### src/rtl/reader_writer_lock_arbiter_assert.svh
// Assertion macros shared by the lock arbiter RTL.
`ifndef READER_WRITER_LOCK_ARBITER_ASSERT_SVH
`define READER_WRITER_LOCK_ARBITER_ASSERT_SVH

// Same-cycle implication, checked on every rising clock edge outside reset.
`define RWLA_ASSERT_IMPL(lbl, ante, cons) \
  lbl: assert property (@(posedge clk_i) disable iff (!rst_ni) (ante) |-> (cons)) \
    else $error("rwla assertion failed");

// Next-cycle implication, checked on every rising clock edge outside reset.
`define RWLA_ASSERT_NEXT(lbl, ante, cons) \
  lbl: assert property (@(posedge clk_i) disable iff (!rst_ni) (ante) |=> (cons)) \
    else $error("rwla assertion failed");

`endif

### src/rtl/rwla_pkg.sv
package rwla_pkg;

  localparam int MODE_W   = 3;
  localparam int TID_W    = 8;
  localparam int STATUS_W = 3;
  localparam int PREF_W   = 2;
  localparam int RCNT_W   = 5;

  typedef logic [MODE_W-1:0]   mode_t;
  typedef logic [TID_W-1:0]    tid_t;
  typedef logic [STATUS_W-1:0] status_t;
  typedef logic [PREF_W-1:0]   pref_t;

  localparam mode_t MODE_ENQ_RD   = 3'd0;
  localparam mode_t MODE_ENQ_WR   = 3'd1;
  localparam mode_t MODE_TRY_RD   = 3'd2;
  localparam mode_t MODE_TRY_WR   = 3'd3;
  localparam mode_t MODE_UNLOCK   = 3'd4;
  localparam mode_t MODE_INIT     = 3'd5;
  localparam mode_t MODE_DESTROY  = 3'd6;

  localparam status_t ST_OK         = 3'd0;
  localparam status_t ST_FULL       = 3'd1;
  localparam status_t ST_BLOCKED    = 3'd2;
  localparam status_t ST_NOT_HOLDER = 3'd3;
  localparam status_t ST_UNLOCKED   = 3'd4;

  localparam pref_t PREF_READER  = 2'd0;
  localparam pref_t PREF_WRITER  = 2'd1;
  localparam pref_t PREF_ARRIVAL = 2'd2;
  localparam pref_t PREF_UNUSED  = 2'd3;
  localparam pref_t PREF_RESET   = PREF_ARRIVAL;

  // Queue indexes into the pointer arrays.
  localparam int Q_READ   = 0;
  localparam int Q_WRITE  = 1;
  localparam int Q_ARRIVE = 2;
  localparam int NUM_Q    = 3;

endpackage

### src/rtl/rwla_if.sv
interface rwla_req_if;
  logic                 valid;
  logic                 ready;
  rwla_pkg::mode_t      mode;
  rwla_pkg::tid_t       thread_id;

  modport source (output valid, output mode, output thread_id, input ready);
  modport sink   (input valid, input mode, input thread_id, output ready);
endinterface

interface rwla_rsp_if;
  logic                        valid;
  logic                        ready;
  logic                        granted;
  rwla_pkg::status_t           status;
  logic                        writer_held;
  logic [rwla_pkg::RCNT_W-1:0] reader_count;
  logic                        readers_waiting;
  logic                        writers_waiting;
  logic                        destroyed;

  modport source (output valid, output granted, output status, output writer_held,
                  output reader_count, output readers_waiting, output writers_waiting,
                  output destroyed, input ready);
  modport sink   (input valid, input granted, input status, input writer_held,
                  input reader_count, input readers_waiting, input writers_waiting,
                  input destroyed, output ready);
endinterface

### src/rtl/rwla_ram.sv
module rwla_ram #(
  parameter int WIDTH = 8,
  parameter int DEPTH = 16
) (
  input  logic                     clk_i,
  input  logic                     we_i,
  input  logic [$clog2(DEPTH)-1:0] waddr_i,
  input  logic [WIDTH-1:0]         wdata_i,
  input  logic [$clog2(DEPTH)-1:0] raddr_i,
  output logic [WIDTH-1:0]         rdata_o
);

  logic [WIDTH-1:0] mem_q [DEPTH];
  logic [WIDTH-1:0] rdata_q;

  always_ff @(posedge clk_i) begin
    if (we_i) begin
      mem_q[waddr_i] <= wdata_i;
    end
    rdata_q <= mem_q[raddr_i];
  end

  assign rdata_o = rdata_q;

endmodule

### src/rtl/reader_writer_lock_arbiter.sv
// Reader-writer lock arbiter.
// Requests arrive on req_i (mode, thread_id) and each produces exactly one
// response beat on rsp_o with the grant flag, a status code and a snapshot
// of the lock after the request. A beat is taken when valid and ready are
// both high. The preference register is written through cfg_we_i/cfg_wdata_i;
// the user must do so only while the block is idle, which the block itself
// does not enforce; it resets to arrival order. A request is taken in S_IDLE,
// decided in the next cycle in S_EXEC and its response loaded into the output
// register from S_FIN, so a new request is taken only after the last one has
// left S_FIN. An unlock that releases a reader walks the active-reader memory
// through its single read port: S_LREAD reads each entry and S_LCMP compares
// it with the thread id; on a match that is not the last entry, S_LMOVE moves
// the last entry into the freed slot. The response sits in an output
// register; the next request is accepted while it waits, and processing
// stalls only when a new response is ready and the old one has not yet
// been taken. Reset empties all queues, drops all holders, clears the
// destroyed flag; the queue memories are not cleared.
`include "reader_writer_lock_arbiter_assert.svh"

module reader_writer_lock_arbiter #(
  parameter int MAX_THREADS = 16
) (
  input  logic                    clk_i,
  input  logic                    rst_ni,
  input  logic                    cfg_we_i,
  input  rwla_pkg::pref_t         cfg_wdata_i,
  rwla_req_if.sink                req_i,
  rwla_rsp_if.source              rsp_o
);

  localparam int AW = $clog2(MAX_THREADS);
  localparam int CW = $clog2(MAX_THREADS + 1);
  localparam int SW = CW + 1;
  localparam logic [CW-1:0] MAXC = CW'(MAX_THREADS);
  localparam logic [AW-1:0] LAST_SLOT = AW'(MAX_THREADS - 1);

  localparam logic [2:0] S_IDLE  = 3'd0;
  localparam logic [2:0] S_EXEC  = 3'd1;
  localparam logic [2:0] S_LREAD = 3'd2;
  localparam logic [2:0] S_LCMP  = 3'd3;
  localparam logic [2:0] S_LMOVE = 3'd4;
  localparam logic [2:0] S_FIN   = 3'd5;

  logic [2:0]        state_q, state_d;
  rwla_pkg::pref_t   pref_q;
  rwla_pkg::mode_t   mode_q, mode_d;
  rwla_pkg::tid_t    tid_q, tid_d;
  logic [AW-1:0]     head_q [rwla_pkg::NUM_Q];
  logic [AW-1:0]     head_d [rwla_pkg::NUM_Q];
  logic [CW-1:0]     cnt_q  [rwla_pkg::NUM_Q];
  logic [CW-1:0]     cnt_d  [rwla_pkg::NUM_Q];
  logic [AW-1:0]     slot   [rwla_pkg::NUM_Q];
  logic [AW-1:0]     head_nx [rwla_pkg::NUM_Q];
  logic [SW-1:0]     slot_sum [rwla_pkg::NUM_Q];
  logic [CW-1:0]     act_q, act_d;
  logic              wrv_q, wrv_d;
  rwla_pkg::tid_t    wrt_q, wrt_d;
  logic              dst_q, dst_d;
  logic [AW-1:0]     idx_q, idx_d;
  logic              res_g_q, res_g_d;
  rwla_pkg::status_t res_s_q, res_s_d;

  logic                    rsp_valid_q, rsp_valid_d;
  logic                    rsp_load;
  logic                    rsp_g_q;
  rwla_pkg::status_t       rsp_s_q;
  logic                    rsp_wh_q;
  logic [rwla_pkg::RCNT_W-1:0] rsp_rc_q;
  logic                    rsp_rw_q, rsp_ww_q, rsp_ds_q;
  logic [31:0]             act_ext;

  logic              r_we, w_we, a_we, l_we;
  logic [AW-1:0]     l_waddr, l_raddr, act_last;
  rwla_pkg::tid_t    l_wdata;
  rwla_pkg::tid_t    r_rdata, w_rdata, a_rdata, l_rdata;

  rwla_pkg::pref_t   pref_eff;
  logic              hit_r, hit_w, hit_a, rd_ok, wr_ok;

  rwla_ram #(.WIDTH(rwla_pkg::TID_W), .DEPTH(MAX_THREADS)) u_rd_fifo (
    .clk_i(clk_i), .we_i(r_we), .waddr_i(slot[rwla_pkg::Q_READ]), .wdata_i(tid_q),
    .raddr_i(head_q[rwla_pkg::Q_READ]), .rdata_o(r_rdata)
  );

  rwla_ram #(.WIDTH(rwla_pkg::TID_W), .DEPTH(MAX_THREADS)) u_wr_fifo (
    .clk_i(clk_i), .we_i(w_we), .waddr_i(slot[rwla_pkg::Q_WRITE]), .wdata_i(tid_q),
    .raddr_i(head_q[rwla_pkg::Q_WRITE]), .rdata_o(w_rdata)
  );

  rwla_ram #(.WIDTH(rwla_pkg::TID_W), .DEPTH(MAX_THREADS)) u_arr_fifo (
    .clk_i(clk_i), .we_i(a_we), .waddr_i(slot[rwla_pkg::Q_ARRIVE]), .wdata_i(tid_q),
    .raddr_i(head_q[rwla_pkg::Q_ARRIVE]), .rdata_o(a_rdata)
  );

  rwla_ram #(.WIDTH(rwla_pkg::TID_W), .DEPTH(MAX_THREADS)) u_act_list (
    .clk_i(clk_i), .we_i(l_we), .waddr_i(l_waddr), .wdata_i(l_wdata),
    .raddr_i(l_raddr), .rdata_o(l_rdata)
  );

  // Tail slot and wrapped next head for each queue.
  always_comb begin
    for (int q = 0; q < rwla_pkg::NUM_Q; q++) begin
      slot_sum[q] = SW'(head_q[q]) + SW'(cnt_q[q]);
      if (slot_sum[q] >= SW'(MAX_THREADS)) begin
        slot_sum[q] = slot_sum[q] - SW'(MAX_THREADS);
      end
      slot[q]    = slot_sum[q][AW-1:0];
      head_nx[q] = (head_q[q] == LAST_SLOT) ? '0 : head_q[q] + AW'(1);
    end
  end

  assign pref_eff = (pref_q == rwla_pkg::PREF_UNUSED) ? rwla_pkg::PREF_ARRIVAL : pref_q;

  // The queue heads were read out when the request was accepted.
  assign hit_r = (cnt_q[rwla_pkg::Q_READ]   != '0) && (r_rdata == tid_q);
  assign hit_w = (cnt_q[rwla_pkg::Q_WRITE]  != '0) && (w_rdata == tid_q);
  assign hit_a = (cnt_q[rwla_pkg::Q_ARRIVE] != '0) && (a_rdata == tid_q);

  assign rd_ok = !(pref_eff == rwla_pkg::PREF_WRITER && cnt_q[rwla_pkg::Q_WRITE] != '0)
                 && !wrv_q
                 && ((pref_eff == rwla_pkg::PREF_ARRIVAL) ? hit_a : hit_r)
                 && hit_r && (cnt_q[rwla_pkg::Q_ARRIVE] != '0);

  assign wr_ok = !(pref_eff == rwla_pkg::PREF_READER && cnt_q[rwla_pkg::Q_READ] != '0)
                 && !wrv_q && (act_q == '0)
                 && ((pref_eff == rwla_pkg::PREF_ARRIVAL) ? hit_a : hit_w)
                 && hit_w && (cnt_q[rwla_pkg::Q_ARRIVE] != '0);

  assign act_last = AW'(act_q - CW'(1));
  assign rsp_load = (state_q == S_FIN) && (!rsp_valid_q || rsp_o.ready);

  always_comb begin
    state_d = state_q;
    mode_d  = mode_q;
    tid_d   = tid_q;
    head_d  = head_q;
    cnt_d   = cnt_q;
    act_d   = act_q;
    wrv_d   = wrv_q;
    wrt_d   = wrt_q;
    dst_d   = dst_q;
    idx_d   = idx_q;
    res_g_d = res_g_q;
    res_s_d = res_s_q;
    r_we    = 1'b0;
    w_we    = 1'b0;
    a_we    = 1'b0;
    l_we    = 1'b0;
    l_waddr = act_q[AW-1:0];
    l_wdata = tid_q;
    l_raddr = idx_q;

    case (state_q)
      S_IDLE: begin
        if (req_i.valid) begin
          mode_d  = req_i.mode;
          tid_d   = req_i.thread_id;
          state_d = S_EXEC;
        end
      end
      S_EXEC: begin
        res_g_d = 1'b0;
        res_s_d = rwla_pkg::ST_OK;
        state_d = S_FIN;
        case (mode_q)
          rwla_pkg::MODE_ENQ_RD: begin
            if (cnt_q[rwla_pkg::Q_READ] == MAXC || cnt_q[rwla_pkg::Q_ARRIVE] == MAXC) begin
              res_s_d = rwla_pkg::ST_FULL;
            end else begin
              r_we = 1'b1;
              a_we = 1'b1;
              cnt_d[rwla_pkg::Q_READ]   = cnt_q[rwla_pkg::Q_READ] + CW'(1);
              cnt_d[rwla_pkg::Q_ARRIVE] = cnt_q[rwla_pkg::Q_ARRIVE] + CW'(1);
            end
          end
          rwla_pkg::MODE_ENQ_WR: begin
            if (cnt_q[rwla_pkg::Q_WRITE] == MAXC || cnt_q[rwla_pkg::Q_ARRIVE] == MAXC) begin
              res_s_d = rwla_pkg::ST_FULL;
            end else begin
              w_we = 1'b1;
              a_we = 1'b1;
              cnt_d[rwla_pkg::Q_WRITE]  = cnt_q[rwla_pkg::Q_WRITE] + CW'(1);
              cnt_d[rwla_pkg::Q_ARRIVE] = cnt_q[rwla_pkg::Q_ARRIVE] + CW'(1);
            end
          end
          rwla_pkg::MODE_TRY_RD: begin
            if (!rd_ok) begin
              res_s_d = rwla_pkg::ST_BLOCKED;
            end else if (act_q == MAXC) begin
              res_s_d = rwla_pkg::ST_FULL;
            end else begin
              l_we    = 1'b1;
              act_d   = act_q + CW'(1);
              res_g_d = 1'b1;
              head_d[rwla_pkg::Q_READ]   = head_nx[rwla_pkg::Q_READ];
              head_d[rwla_pkg::Q_ARRIVE] = head_nx[rwla_pkg::Q_ARRIVE];
              cnt_d[rwla_pkg::Q_READ]    = cnt_q[rwla_pkg::Q_READ] - CW'(1);
              cnt_d[rwla_pkg::Q_ARRIVE]  = cnt_q[rwla_pkg::Q_ARRIVE] - CW'(1);
            end
          end
          rwla_pkg::MODE_TRY_WR: begin
            if (!wr_ok) begin
              res_s_d = rwla_pkg::ST_BLOCKED;
            end else begin
              wrv_d   = 1'b1;
              wrt_d   = tid_q;
              res_g_d = 1'b1;
              head_d[rwla_pkg::Q_WRITE]  = head_nx[rwla_pkg::Q_WRITE];
              head_d[rwla_pkg::Q_ARRIVE] = head_nx[rwla_pkg::Q_ARRIVE];
              cnt_d[rwla_pkg::Q_WRITE]   = cnt_q[rwla_pkg::Q_WRITE] - CW'(1);
              cnt_d[rwla_pkg::Q_ARRIVE]  = cnt_q[rwla_pkg::Q_ARRIVE] - CW'(1);
            end
          end
          rwla_pkg::MODE_UNLOCK: begin
            if (wrv_q) begin
              if (wrt_q != tid_q) begin
                res_s_d = rwla_pkg::ST_NOT_HOLDER;
              end else begin
                wrv_d = 1'b0;
                wrt_d = '0;
              end
            end else if (act_q == '0) begin
              res_s_d = rwla_pkg::ST_UNLOCKED;
            end else begin
              idx_d   = '0;
              state_d = S_LREAD;
            end
          end
          rwla_pkg::MODE_INIT:    dst_d = 1'b0;
          rwla_pkg::MODE_DESTROY: dst_d = 1'b1;
          default: ;
        endcase
      end
      S_LREAD: begin
        l_raddr = idx_q;
        state_d = S_LCMP;
      end
      S_LCMP: begin
        // Fetch the last entry now so a match can be backfilled next cycle.
        l_raddr = act_last;
        if (l_rdata == tid_q) begin
          if (idx_q == act_last) begin
            act_d   = act_q - CW'(1);
            state_d = S_FIN;
          end else begin
            state_d = S_LMOVE;
          end
        end else if (idx_q == act_last) begin
          res_s_d = rwla_pkg::ST_NOT_HOLDER;
          state_d = S_FIN;
        end else begin
          idx_d   = idx_q + AW'(1);
          state_d = S_LREAD;
        end
      end
      S_LMOVE: begin
        l_we    = 1'b1;
        l_waddr = idx_q;
        l_wdata = l_rdata;
        act_d   = act_q - CW'(1);
        state_d = S_FIN;
      end
      S_FIN: begin
        if (rsp_load) begin
          state_d = S_IDLE;
        end
      end
      default: state_d = S_IDLE;
    endcase
  end

  assign rsp_valid_d = rsp_load ? 1'b1 : (rsp_o.ready ? 1'b0 : rsp_valid_q);
  assign act_ext     = 32'(act_q);

  always_ff @(posedge clk_i or negedge rst_ni) begin
    if (!rst_ni) begin
      state_q     <= S_IDLE;
      pref_q      <= rwla_pkg::PREF_RESET;
      for (int q = 0; q < rwla_pkg::NUM_Q; q++) begin
        head_q[q] <= '0;
        cnt_q[q]  <= '0;
      end
      act_q       <= '0;
      wrv_q       <= 1'b0;
      wrt_q       <= '0;
      dst_q       <= 1'b0;
      rsp_valid_q <= 1'b0;
    end else begin
      state_q     <= state_d;
      if (cfg_we_i) begin
        pref_q <= cfg_wdata_i;
      end
      head_q      <= head_d;
      cnt_q       <= cnt_d;
      act_q       <= act_d;
      wrv_q       <= wrv_d;
      wrt_q       <= wrt_d;
      dst_q       <= dst_d;
      rsp_valid_q <= rsp_valid_d;
    end
  end

  always_ff @(posedge clk_i) begin
    mode_q  <= mode_d;
    tid_q   <= tid_d;
    idx_q   <= idx_d;
    res_g_q <= res_g_d;
    res_s_q <= res_s_d;
    if (rsp_load) begin
      rsp_g_q  <= res_g_q;
      rsp_s_q  <= res_s_q;
      rsp_wh_q <= wrv_q;
      rsp_rc_q <= act_ext[rwla_pkg::RCNT_W-1:0];
      rsp_rw_q <= (cnt_q[rwla_pkg::Q_READ] != '0);
      rsp_ww_q <= (cnt_q[rwla_pkg::Q_WRITE] != '0);
      rsp_ds_q <= dst_q;
    end
  end

  assign req_i.ready           = (state_q == S_IDLE);
  assign rsp_o.valid           = rsp_valid_q;
  assign rsp_o.granted         = rsp_g_q;
  assign rsp_o.status          = rsp_s_q;
  assign rsp_o.writer_held     = rsp_wh_q;
  assign rsp_o.reader_count    = rsp_rc_q;
  assign rsp_o.readers_waiting = rsp_rw_q;
  assign rsp_o.writers_waiting = rsp_ww_q;
  assign rsp_o.destroyed       = rsp_ds_q;

  // Every enqueue and every grant touches the arrival queue and one other.
  `RWLA_ASSERT_IMPL(a_arrival_sum, 1'b1,
    (({1'b0, cnt_q[rwla_pkg::Q_READ]} + {1'b0, cnt_q[rwla_pkg::Q_WRITE]})
      == {1'b0, cnt_q[rwla_pkg::Q_ARRIVE]}))
  `RWLA_ASSERT_IMPL(a_excl_holder, wrv_q, act_q == '0)
  `RWLA_ASSERT_IMPL(a_scan_in_range, (state_q == S_LCMP || state_q == S_LMOVE),
    (({1'b0, idx_q} < {1'b0, act_q}) && !wrv_q))
  `RWLA_ASSERT_NEXT(a_accept_starts, req_i.valid && req_i.ready, state_q == S_EXEC)

endmodule
### src/flat_wrapper.sv
// flat-port wrapper written by rule: the top's interface ports become plain ports
module reader_writer_lock_arbiter_flat 
#(
  parameter int MAX_THREADS = 16
)
  (clk_i, rst_ni, cfg_we_i, cfg_wdata_i, req_i_valid, req_i_mode, req_i_thread_id, req_i_ready, rsp_o_valid, rsp_o_granted, rsp_o_status, rsp_o_writer_held, rsp_o_reader_count, rsp_o_readers_waiting, rsp_o_writers_waiting, rsp_o_destroyed, rsp_o_ready);
  rwla_req_if req_i_i ();
  rwla_rsp_if rsp_o_i ();
  input  logic clk_i;
  input  logic rst_ni;
  input  logic cfg_we_i;
  input  rwla_pkg::pref_t cfg_wdata_i;
  input wire logic [$bits(req_i_i.valid)-1:0] req_i_valid;
  input wire logic [$bits(req_i_i.mode)-1:0] req_i_mode;
  input wire logic [$bits(req_i_i.thread_id)-1:0] req_i_thread_id;
  output wire logic [$bits(req_i_i.ready)-1:0] req_i_ready;
  output wire logic [$bits(rsp_o_i.valid)-1:0] rsp_o_valid;
  output wire logic [$bits(rsp_o_i.granted)-1:0] rsp_o_granted;
  output wire logic [$bits(rsp_o_i.status)-1:0] rsp_o_status;
  output wire logic [$bits(rsp_o_i.writer_held)-1:0] rsp_o_writer_held;
  output wire logic [$bits(rsp_o_i.reader_count)-1:0] rsp_o_reader_count;
  output wire logic [$bits(rsp_o_i.readers_waiting)-1:0] rsp_o_readers_waiting;
  output wire logic [$bits(rsp_o_i.writers_waiting)-1:0] rsp_o_writers_waiting;
  output wire logic [$bits(rsp_o_i.destroyed)-1:0] rsp_o_destroyed;
  input wire logic [$bits(rsp_o_i.ready)-1:0] rsp_o_ready;
  assign req_i_i.valid = req_i_valid;
  assign req_i_i.mode = req_i_mode;
  assign req_i_i.thread_id = req_i_thread_id;
  assign req_i_ready = req_i_i.ready;
  assign rsp_o_valid = rsp_o_i.valid;
  assign rsp_o_granted = rsp_o_i.granted;
  assign rsp_o_status = rsp_o_i.status;
  assign rsp_o_writer_held = rsp_o_i.writer_held;
  assign rsp_o_reader_count = rsp_o_i.reader_count;
  assign rsp_o_readers_waiting = rsp_o_i.readers_waiting;
  assign rsp_o_writers_waiting = rsp_o_i.writers_waiting;
  assign rsp_o_destroyed = rsp_o_i.destroyed;
  assign rsp_o_i.ready = rsp_o_ready;
  reader_writer_lock_arbiter #(.MAX_THREADS(MAX_THREADS)) u_core (.clk_i(clk_i), .rst_ni(rst_ni), .cfg_we_i(cfg_we_i), .cfg_wdata_i(cfg_wdata_i), .req_i(req_i_i), .rsp_o(rsp_o_i));
endmodule
### config.mk
export PLATFORM = sky130hd
export DESIGN_NAME = reader_writer_lock_arbiter_flat
export DESIGN_NICKNAME = d
export VERILOG_FILES = /design/src/rtl/rwla_pkg.sv /design/src/rtl/rwla_if.sv /design/src/rtl/rwla_ram.sv /design/src/rtl/reader_writer_lock_arbiter.sv /design/src/flat_wrapper.sv
export VERILOG_INCLUDE_DIRS = /design/src /design/src/rtl
export SDC_FILE = /design/constraint.sdc
export NUM_CORES = 1
export LEC_CHECK = 0
export BUFFER_PORTS_ARGS = -buffer_cell sky130_fd_sc_hd__buf_4
export CORE_UTILIZATION = 45
export DETAILED_ROUTE_END_ITERATION = 6
export SLEW_MARGIN = 20
export SYNTH_ARGS = -nofsm -noshare
export SYNTH_HDL_FRONTEND = slang
export SYNTH_SLANG_ARGS = --single-unit
### constraint.sdc
create_clock -name clk_i -period 6.4 [get_ports clk_i]
set_input_delay 1.28 -clock clk_i [delete_from_list [all_inputs] [get_ports clk_i]]
set_output_delay 1.28 -clock clk_i [all_outputs]
set_load 0.01 [all_outputs]
---- Word level (Yosys, flattened, before mapping) ----
Memories as Yosys holds them, arrays and structs flattened. A register that Yosys moved wholly into a read port is not among the register bits.
Cells that the tools add are included.
storage, ports and cells
  memories kept ........................... 4
  logic and storage cells ................. 242
  flip-flop bits (word level) ............. 80
  RAM bits ................................ 512
memory list
  memory                   words  bits a word  read ports  clocked after memory_dff  write ports  RTL line        text
  u_core.u_act_list.mem_q  16     8            1           1                         1            rwla_ram.sv:13  logic [WIDTH-1:0] mem_q [DEPTH];
  u_core.u_arr_fifo.mem_q  16     8            1           1                         1            rwla_ram.sv:13
  u_core.u_rd_fifo.mem_q   16     8            1           1                         1            rwla_ram.sv:13
  u_core.u_wr_fifo.mem_q   16     8            1           1                         1            rwla_ram.sv:13
operators by class
  eq/ne operators ......................... 46
  add/subtract/negate cells ............... 18
  reductions and logical operators ........ 52
  magnitude comparators ................... 3
  bitwise logic cells ..................... 1
  muxes and demuxes ....................... 93
operators with widths
  operator               count
  $mux W4                16
  $mux W5                11
  $mux W3                12
  $eq A8 B8 Y1           4
  $mux W8                4
  $mux W1                30
  $ne A2 B2 Y1 const B   11
  $add A5 B1 Y5 const B  4
  $eq A5 B5 Y1 const B   4
  $mux W10               2
  $pmux W5 S2            2
  $pmux W5 S4            1
  $sub A5 B1 Y5 const B  4
  $add A4 B5 Y6          3
  $ge A6 B5 Y1 const B   3
  $pmux W3 S6            1
  $add A4 B1 Y4 const B  4
  $ne A2 B1 Y1 const B   8
  $pmux W4 S2            2
  $pmux W8 S2            1
  $eq A3 B3 Y1 const B   5
  $logic_and A1 B1 Y1    15
  $pmux W3 S5            1
  $pmux W5 S3            1
  27 further kinds       64

---- Depth between registers and ports, before layout ----
Gate-level depths: netlist (run 1).
  depth after elaboration ................. 14
  mapped depth ............................ 12

---- By module ----
Synthesis (run 1) repeated with hierarchy kept, for this count alone.
unflattened totals
  cells, all modules ...................... 1415
  area, all modules ....................... 25653.4 µm²
modules (own cells, without submodules)
  module                      instances  cells each  area each (µm²)
  rwla_ram                    4          229         5147.4
  reader_writer_lock_arbiter  1          499         5063.6

---- Worst setup path after synthesis (run 1) ----
No wires, ideal clock.
  path type ............................... register to register
  start ................................... reg u_core.tid_q[3]
  end ..................................... mem u_core.u_act_list.mem_q[11][0], enable pin
  stages on the path, launching flop included .. 9
  data arrival time ....................... 2.825 ns
  path buffers ............................ 1
  setup slack ............................. 3.204 ns
  period minus slack after synthesis ...... 3.196 ns
  library setup time ...................... 0.370 ns
  path through ............................ edfxtp_1 -> buf_2 -> xnor2_1 -> nand4_1 -> nor4_2 -> nand4_2 -> nor3_4 -> a31oi_1 -> nor2_1
between the ends
  word-level cells in the longest chain between the ends .. 11
  elaborated cells between the ends (all ways) .. 13
  those cells by class .................... 2 x eq/ne; 6 x mux; 5 x reduce/logical
ends and longest elaborated chain
  element                                        RTL line                                                              text
  from (decl)                                    reader_writer_lock_arbiter.sv:47                                      rwla_pkg::tid_t tid_q, tid_d;
  from (signal assigned)                         reader_writer_lock_arbiter.sv:305                                     tid_q <= tid_d;
  $eq A8 B8 Y1, on equally long branches         reader_writer_lock_arbiter.sv:115, reader_writer_lock_arbiter.sv:117
  $logic_and A1 B1 Y1, on equally long branches  reader_writer_lock_arbiter.sv:115, reader_writer_lock_arbiter.sv:117
  $mux W1                                        reader_writer_lock_arbiter.sv:121                                     && ((pref_eff == rwla_pkg::PREF_ARRIVAL) ? hit_a : hit_r)
  $logic_and A1 B1 Y1                            reader_writer_lock_arbiter.sv:121
  $logic_and A1 B1 Y1 (*) (2 in series)          reader_writer_lock_arbiter.sv:122                                     && hit_r && (cnt_q[rwla_pkg::Q_ARRIVE] != '0);
  $mux W1 (*)                                    reader_writer_lock_arbiter.sv:187                                     if (!rd_ok) begin
  $mux W1 (*)                                    reader_writer_lock_arbiter.sv:165                                     case (mode_q)
  $pmux W1 S2 (*)                                reader_writer_lock_arbiter.sv:153                                     case (state_q)
  $mux W1 (*)                                    rwla_ram.sv:17                                                        if (we_i) begin
  $mux W1 (not written as such) (*)              rwla_ram.sv:18                                                        mem_q[waddr_i] <= wdata_i;
  to (decl)                                      rwla_ram.sv:13
Mark *: on every way between the ends. The rest lies on a longest branch, timed or not.

---- Worst setup path in the final report (run 1) ----
  start ................................... reg u_core.tid_q[0]
  end ..................................... mem u_core.u_act_list.mem_q[10][7], enable pin
The elaborated chain is that of the path after synthesis.

==> results of run 1 <==
cells by family after synthesis:
group | Yosys count
buffers and inverters | 97
XOR/XNOR | 85
adder cells (fa/ha/maj) | 31
AO/OA/AOI/OAI | 130
AND/OR/NAND/NOR | 284
flip-flops | 624
multiplexers | 192
power groups by stage:
stage | logic [mW] | clock network, mW | registers [mW]
finish | 2.51 | 3.87 | 5.31
global route | 2.74 | 4.09 | 5.35
CTS | 2.52 | 3.95 | 5.32
detailed placement | 2.51 | 0 | 5.40
global placement | 2.47 | 0 | 5.39
floorplan | 1.83 | 0 | 5.27
state kept, by name, indices dropped and copies added, names as in the netlist, 4 cells and up:
name and flops:
u_core.u_act_list.mem_q 128, u_core.u_arr_fifo.mem_q 128, u_core.u_rd_fifo.mem_q 128, u_core.u_wr_fifo.mem_q 128, u_core.cnt_q 15, u_core.head_q 12, u_core.tid_q 8, u_core.u_act_list.rdata_o 8
u_core.u_arr_fifo.rdata_o 8, u_core.u_rd_fifo.rdata_o 8, u_core.u_wr_fifo.rdata_o 8, u_core.wrt_q 8, u_core.act_q 5, u_core.rsp_o.reader_count 5, u_core.idx_q 4
Yosys cell counts (10+ instances only):
| cell | number | area [µm²] |
|---|---|---|
| a21o_1 | 10 | 75.1 |
| a21oi_1 | 32 | 160 |
| a31oi_1 | 11 | 68.8 |
| buf_2 | 20 | 100 |
| clkbuf_1 | 37 | 139 |
| dfrtp_1 | 47 | 1180 |
| dfxtp_1 | 32 | 641 |
| edfxtp_1 | 544 | 16300 |
| ha_1 | 25 | 313 |
| inv_1 | 27 | 101 |
| mux2_2 | 28 | 315 |
| mux2i_1 | 36 | 360 |
| mux4_2 | 128 | 2880 |
| nand2_1 | 99 | 372 |
| nand3_1 | 11 | 55.1 |
| nor2_1 | 93 | 349 |
| o21ai_0 | 42 | 210 |
| xnor2_1 | 61 | 534 |
| xor2_1 | 23 | 201 |
stage by stage:
stage	worst slack (ns)	utilization
after floorplan	3.20	-
after global placement	2.18	0.473
after detailed placement	2.00	0.473
after CTS	1.99	0.512
after global routing	2.08	0.512
final	2.35	0.512
worst max path at each step:
stage / endpoint / depth (start not counted)
finish: u_core.u_act_list.mem_q[10][7] / 9
global route: u_core.u_act_list.mem_q[8][1] / 9
CTS: u_core.u_act_list.mem_q[8][1] / 8
global placement: u_core.u_act_list.mem_q[4][3] / 8
detailed placement: u_core.u_act_list.mem_q[8][6] / 8
floorplan: u_core.u_act_list.mem_q[11][0] / 8
area by class of cell:
cell class,count,area [µm²],share of cell area
clock buffer,89,1860,0.0646
clock inverter,29,339,0.0118
inverter,31,116,0.00404
multi-input combinational,722,6990,0.242
sequential,624,18200,0.631
tap,756,946,0.0328
timing repair buffer,51,403,0.0140
layout by cell type (no fill, tap or decap), types with 10 or more instances in the layout:
cell type  synthesis  layout
buf_4              6      50
edfxtp_1         544     544
mux2_2            28      28
a31oi_1           11      11
xnor2_1           61      61
a21oi_1           32      31
dfrtp_1           47      44
dfxtp_1           32      32
nor2_1            93      92
mux4_2           128     128
o21ai_0           42      42
nand2_1           99      99
clkinv_2           0      12
inv_1             27      27
a21o_1            10      10
clkbuf_16          0      69
ha_1              25      25
xor2_1            23      23
clkbuf_1          37      14
mux2i_1           36      36
nand3_1           11      11
routing by layer:
| layer | vias to the layer above | wire length (µm) |
|---|---|---|
| li1 | 5743 | - |
| met1 | 6609 | 25300 |
| met2 | 370 | 25000 |
| met3 | 87 | 2980 |
| met4 | 0 | 1320 |
| met5 | - | 0 |
==> out/summary.txt, run 1 <==
type of element launching the critical path: flip-flop
met1 usage: 0.288
setup slack on the worst flop-to-flop path: 2.35 ns
WS Path Type: flip-flop to flip-flop
Fill cells: 4538
delay contributed by the slowest stage of the critical path: 0.73 ns
adder-cell area share of the yosys netlist: 0.0169
number of gates resized after cts: 0
final weighted congestion in routability-driven placement: 0.830
combinational share of power: 0.215
leakage power summed over all cells: 9.64 nW
sum of negative setup slack: 0 ns
part of the total power dissipated in the clock network: 0.331
Num CTS Buffers: 66
final worst hold slack: 0.445 ns
GR met3 Demand/Resource: 0.0336
fraction of final layout cells sized beyond drive strength 1: 0.219
Area Growth Syn to Fin: 12.8%
number of synthesized flops with an enable pin: 544
iteration-0 DRC count of the detailed router: 1085
Sink Count: 624
# diodes: 0
number of placement rows: 87
maximum capacitance violations: 0
setup repair bufs after CTS: 0
overall overflow remaining after global route: 0
main combinational cell family by area after synthesis: multiplexers
outcome: completed
antenna violations before repair: 1
Crit. Startpoint: u_core.tid_q[0]
number of warnings reported in the yosys synthesis log: 0
Slew Limit Headroom: 0.337
largest net degree at the start of global routing: 55
Overall Global Routing Usage: 0.196
number of remaining DRC errors: 0
Via Count: 12800
# placed instances: 2183
Most Used Layer, Global Route: met2
worst-case clock skew: 0.0301 ns
shortest period the worst path allows: 4.05 ns
xor/xnor cell area share of the yosys netlist: 0.0297
share of the cycle needed by the critical path after routing: 0.632
worst path arrival time: 4.26 ns
part of the Yosys area used for sequential elements: 0.711
post-synthesis net count: 1492
unrepaired setup endpoints after global routing: false
number of pins exceeding their max-slew limit in the final report: 0
Final setup violation count: 0
worst reg2reg path endpoint: u_core.u_act_list.mem_q[10][7]
TritonCTS clock tree: done
Synth Cell Area: 25600 µm²
vertical die dimension: 240 µm
met2 Track Usage GR: 0.297
net load switching power: 3.37 mW
Post-DRT Antenna Nets: 0
count of mapped cells out of synthesis: 1443
number of nets in the layout: 1545
core area: 56300 µm²
Post-DP HPWL: 34600 µm
WP data required: 6.62 ns
Top FF cell, synth: edfxtp_1
area fraction in compound gates after synthesis: 0.0312
Yosys reg bits: 624
Netlist cell types: 65
effective utilization at floorplan: 0.454
r2r worst-path depth: 9
critical path, cell by cell: buf_16 -> buf_4 -> xnor2_1 -> nand4_1 -> o21ai_1 -> nand4_2 -> nor3_4 -> a31oi_1 -> nor2_1
multiplexer share of the synthesized area: 0.139
via density per instance: 5.56
Worst path slowest cell: edfxtp_1
P_int: 8.31 mW
I/O pins: 33
maximum buffer depth of the clock tree: 3
H-tree levels: 3
IR Drop Worst-Case VDD: 211 µV
post-synthesis simple-gate area fraction: 0.0554
sequential share of power: 0.455
overall power after layout: 11.7 mW
post-synthesis async set-or-reset flop share: 0.0769
Hold Fails Final Rpt: 0
area of the die: 57800 µm²
Least-Margin Pin Slew: 0.991 ns
final cell area excluding filler cells: 28800 µm²
quantity of hold-fixing buffers added after cts: 0
Worst-path clk slew: 0.06 ns
detail-routed net length per standard cell: 23.7 µm
Port Buffer Count: 32
CP delay by family, top: simple AND/OR/NAND/NOR gates
Pwr per Cell Area: 405 nW/µm²
clock latency on the worst-skew pair: 0.59 ns
cell area after placement: 26600 µm²
worst-path maximum fanout: 25
hold path endpoint: u_core.rsp_o.status[2]
worst hold-check path type: flip-flop to flip-flop
Critical path buffers and inverters: 2
vias in the first global route: 13100
clk root buf: clkbuf_16
Switching Fraction: 0.289
non-filler instance count after layout: 2302
total wire length: 54600 µm
Hold Path Depth: 0
wire length of the first global-routing pass: 82900 µm
worst hold path startpoint: u_core.res_s_q[2]
average footprint of a synthesized cell: 17.7 µm²
highest attainable clock frequency: 247 MHz
Reg2Reg Launch Point: u_core.tid_q[0]
die boundary width: 240 µm
count of TritonRoute iterations in the first routing pass: 5
kind of end point of the critical path: flip-flop
No activity file was read; power rests on OpenSTA's default activity.
==> inputs of run 2 (changes only) <==
==> constraint.sdc (replaced) <==
create_clock -name clk_i -period 3.7 [get_ports clk_i]
set_input_delay 0.74 -clock clk_i [delete_from_list [all_inputs] [get_ports clk_i]]
set_output_delay 0.74 -clock clk_i [all_outputs]
set_load 0.01 [all_outputs]
==> run 2 against run 1 <==
Sequential cell count unchanged. Setup slack worse by 1.9 ns. Clock power up 59%. Global-route usage up 0.58 points.
==> out/summary.txt, run 2 (synthesized netlist as in run 1, its figures left out) <==
Via Count: 13100 (+1.9%)
share of the cycle needed by the critical path after routing: 0.874 (+0.242)
most common cell after layout, fill and taps aside: edfxtp_1
Final setup violation count: 0 (unchanged)
leakage power summed over all cells: 9.86 nW (+2.3%)
via density per instance: 5.52 (-0.72%)
effective utilization at floorplan: 0.454 (unchanged)
detail-routed net length per standard cell: 23.8 µm (+0.40%)
final weighted congestion in routability-driven placement: 0.832 (+0.20%)
WS Path Type: flip-flop to flip-flop
H-tree levels: 2 (-1)
total wire length: 56300 µm (+3.1%)
Area Growth Syn to Fin: 13.8%
Slew Limit Headroom: 0.376 (+0.0394)
iteration-0 DRC count of the detailed router: 1013 (-6.6%)
area of the die: 57800 µm² (unchanged)
wire length of the first global-routing pass: 85500 µm (+3.2%)
largest net degree at the start of global routing: 54 (-1.8%)
vias in the first global route: 13300 (+1.4%)
Least-Margin Pin Slew: 0.936 ns (-0.0554 ns)
clock latency on the worst-skew pair: 0.63 ns (+0.04 ns)
die boundary width: 240 µm (unchanged)
Worst-path clk slew: 0.06 ns (about the same)
clk root buf: clkbuf_16
maximum buffer depth of the clock tree: 3 (unchanged)
setup repair bufs after CTS: 0 (unchanged)
number of placement rows: 87 (unchanged)
worst hold-check path type: input pin to asynchronous set/reset pin
WP data required: 3.95 ns (-2.67 ns)
Num CTS Buffers: 61 (-7.6%)
commonest non-fill, non-tap cells in the layout: 544 x edfxtp_1, 128 x mux4_2, 118 x buf_4
count of TritonRoute iterations in the first routing pass: 5 (unchanged)
number of gates resized after cts: 0 (unchanged)
TritonCTS clock tree: done
Post-DP HPWL: 36500 µm (+5.4%)
overall power after layout: 19.8 mW (+69%)
setup slack on the worst flop-to-flop path: 0.46 ns (-1.89 ns)
Fill cells: 4587 (+1.1%)
vertical die dimension: 240 µm (unchanged)
sum of negative setup slack: 0 ns (unchanged)
Port Buffer Count: 32 (unchanged)
non-filler instance count after layout: 2363 (+2.6%)
quantity of hold-fixing buffers added after cts: 0 (unchanged)
number of remaining DRC errors: 0 (unchanged)
Overall Global Routing Usage: 0.202 (+0.00579)
fraction of final layout cells sized beyond drive strength 1: 0.245 (+0.0259)
I/O pins: 33 (unchanged)
# placed instances: 2251 (+3.1%)
worst reg2reg path endpoint: u_core.u_act_list.mem_q[3][3]
Pwr per Cell Area: 680 nW/µm² (+68%)
number of nets in the layout: 1607 (+4.0%)
IR Drop Worst-Case VDD: 478 µV (+130%)
final worst hold slack: 0.170 ns (-0.275 ns)
kind of end point of the critical path: flip-flop
worst-case clock skew: 0.0188 ns (-0.0113 ns)
maximum capacitance violations: 0 (unchanged)
worst path arrival time: 3.49 ns (-0.77 ns)
Sink Count: 624 (unchanged)
Post-DRT Antenna Nets: 0 (unchanged)
highest attainable clock frequency: 309 MHz (+25%)
core area: 56300 µm² (unchanged)
overall overflow remaining after global route: 0 (unchanged)
r2r worst-path depth: 7 (-2)
shortest period the worst path allows: 3.24 ns (-0.810 ns)
# diodes: 0 (unchanged)
number of pins exceeding their max-slew limit in the final report: 0 (unchanged)
worst-path maximum fanout: 13 (-48%)
Reg2Reg Launch Point: u_core.tid_q[5]
antenna violations before repair: 1 (unchanged)
outcome: completed
Hold Fails Final Rpt: 0 (unchanged)
type of element launching the critical path: flip-flop
unrepaired setup endpoints after global routing: false
[run 2: cell count changes in the layout (fill, tap and decap cells not counted), moves of 3 or more]
cell       delta
clkinv_1      +5
buf_4        +68
clkbuf_16     -7
inv_6         -3
[run 2: worst max path at each step]
stage          cells past startpoint  slack [ns]                              to       startpoint
6_report                           7        0.46   u_core.u_act_list.mem_q[3][3]  u_core.tid_q[5]
5_1_grt                            7        0.18  u_core.u_act_list.mem_q[10][3]  u_core.tid_q[5]
3_3_place_gp                       7        0.59  u_core.u_act_list.mem_q[11][2]  u_core.tid_q[5]
2_1_floorplan                      8        0.50  u_core.u_act_list.mem_q[11][0]  u_core.tid_q[3]
3_5_place_dp                       7        0.43  u_core.u_act_list.mem_q[10][0]  u_core.tid_q[5]
4_1_cts                            7        0.41  u_core.u_act_list.mem_q[10][3]  u_core.tid_q[5]
[run 2: layer usage]
metal,vias to the layer above,share of wire,wire (µm),global-route usage
li1,5855,-,-,-
met1,6760,0.47,26200,0.298
met2,363,0.46,25900,0.311
met3,76,0.047,2670,0.0279
met4,0,0.026,1470,0.0656
met5,-,0,0,0
[run 2: report_power, final]
| part | switching (mW) | internal [mW] |
|---|---|---|
| clock | 2.60 | 3.55 |
| combinational | 2.69 | 1.81 |
| sequential | 0.530 | 8.61 |
[run 2: through the flow]
stage                     setup WS [ns]  instance area [µm²]  utilization
after floorplan                   0.504                25600            -
final                             0.465                29100        0.517
after global placement            0.586                27100        0.482
after detailed placement          0.432                27100        0.482
after global routing              0.184                29100        0.517
after CTS                         0.411                29100        0.517
[run 2: critical path: stages, from the launching register on]
cell and delay [ns]:
edfxtp_1 0.61, xnor2_1 0.25, nand4_1 0.16, nor4_2 0.36, nand4_2 0.26, nor3_4 0.30
a31oi_1 0.29, nor2_1 0.63
[run 2: layout make-up]
cell class	count	area, µm²	area share
inverter	31	116	0.00400
sequential	624	18200	0.625
multi-input combinational	722	6980	0.240
clock inverter	30	285	0.00981
clock buffer	82	1700	0.0583
timing repair buffer	118	886	0.0305
tap	756	946	0.0325
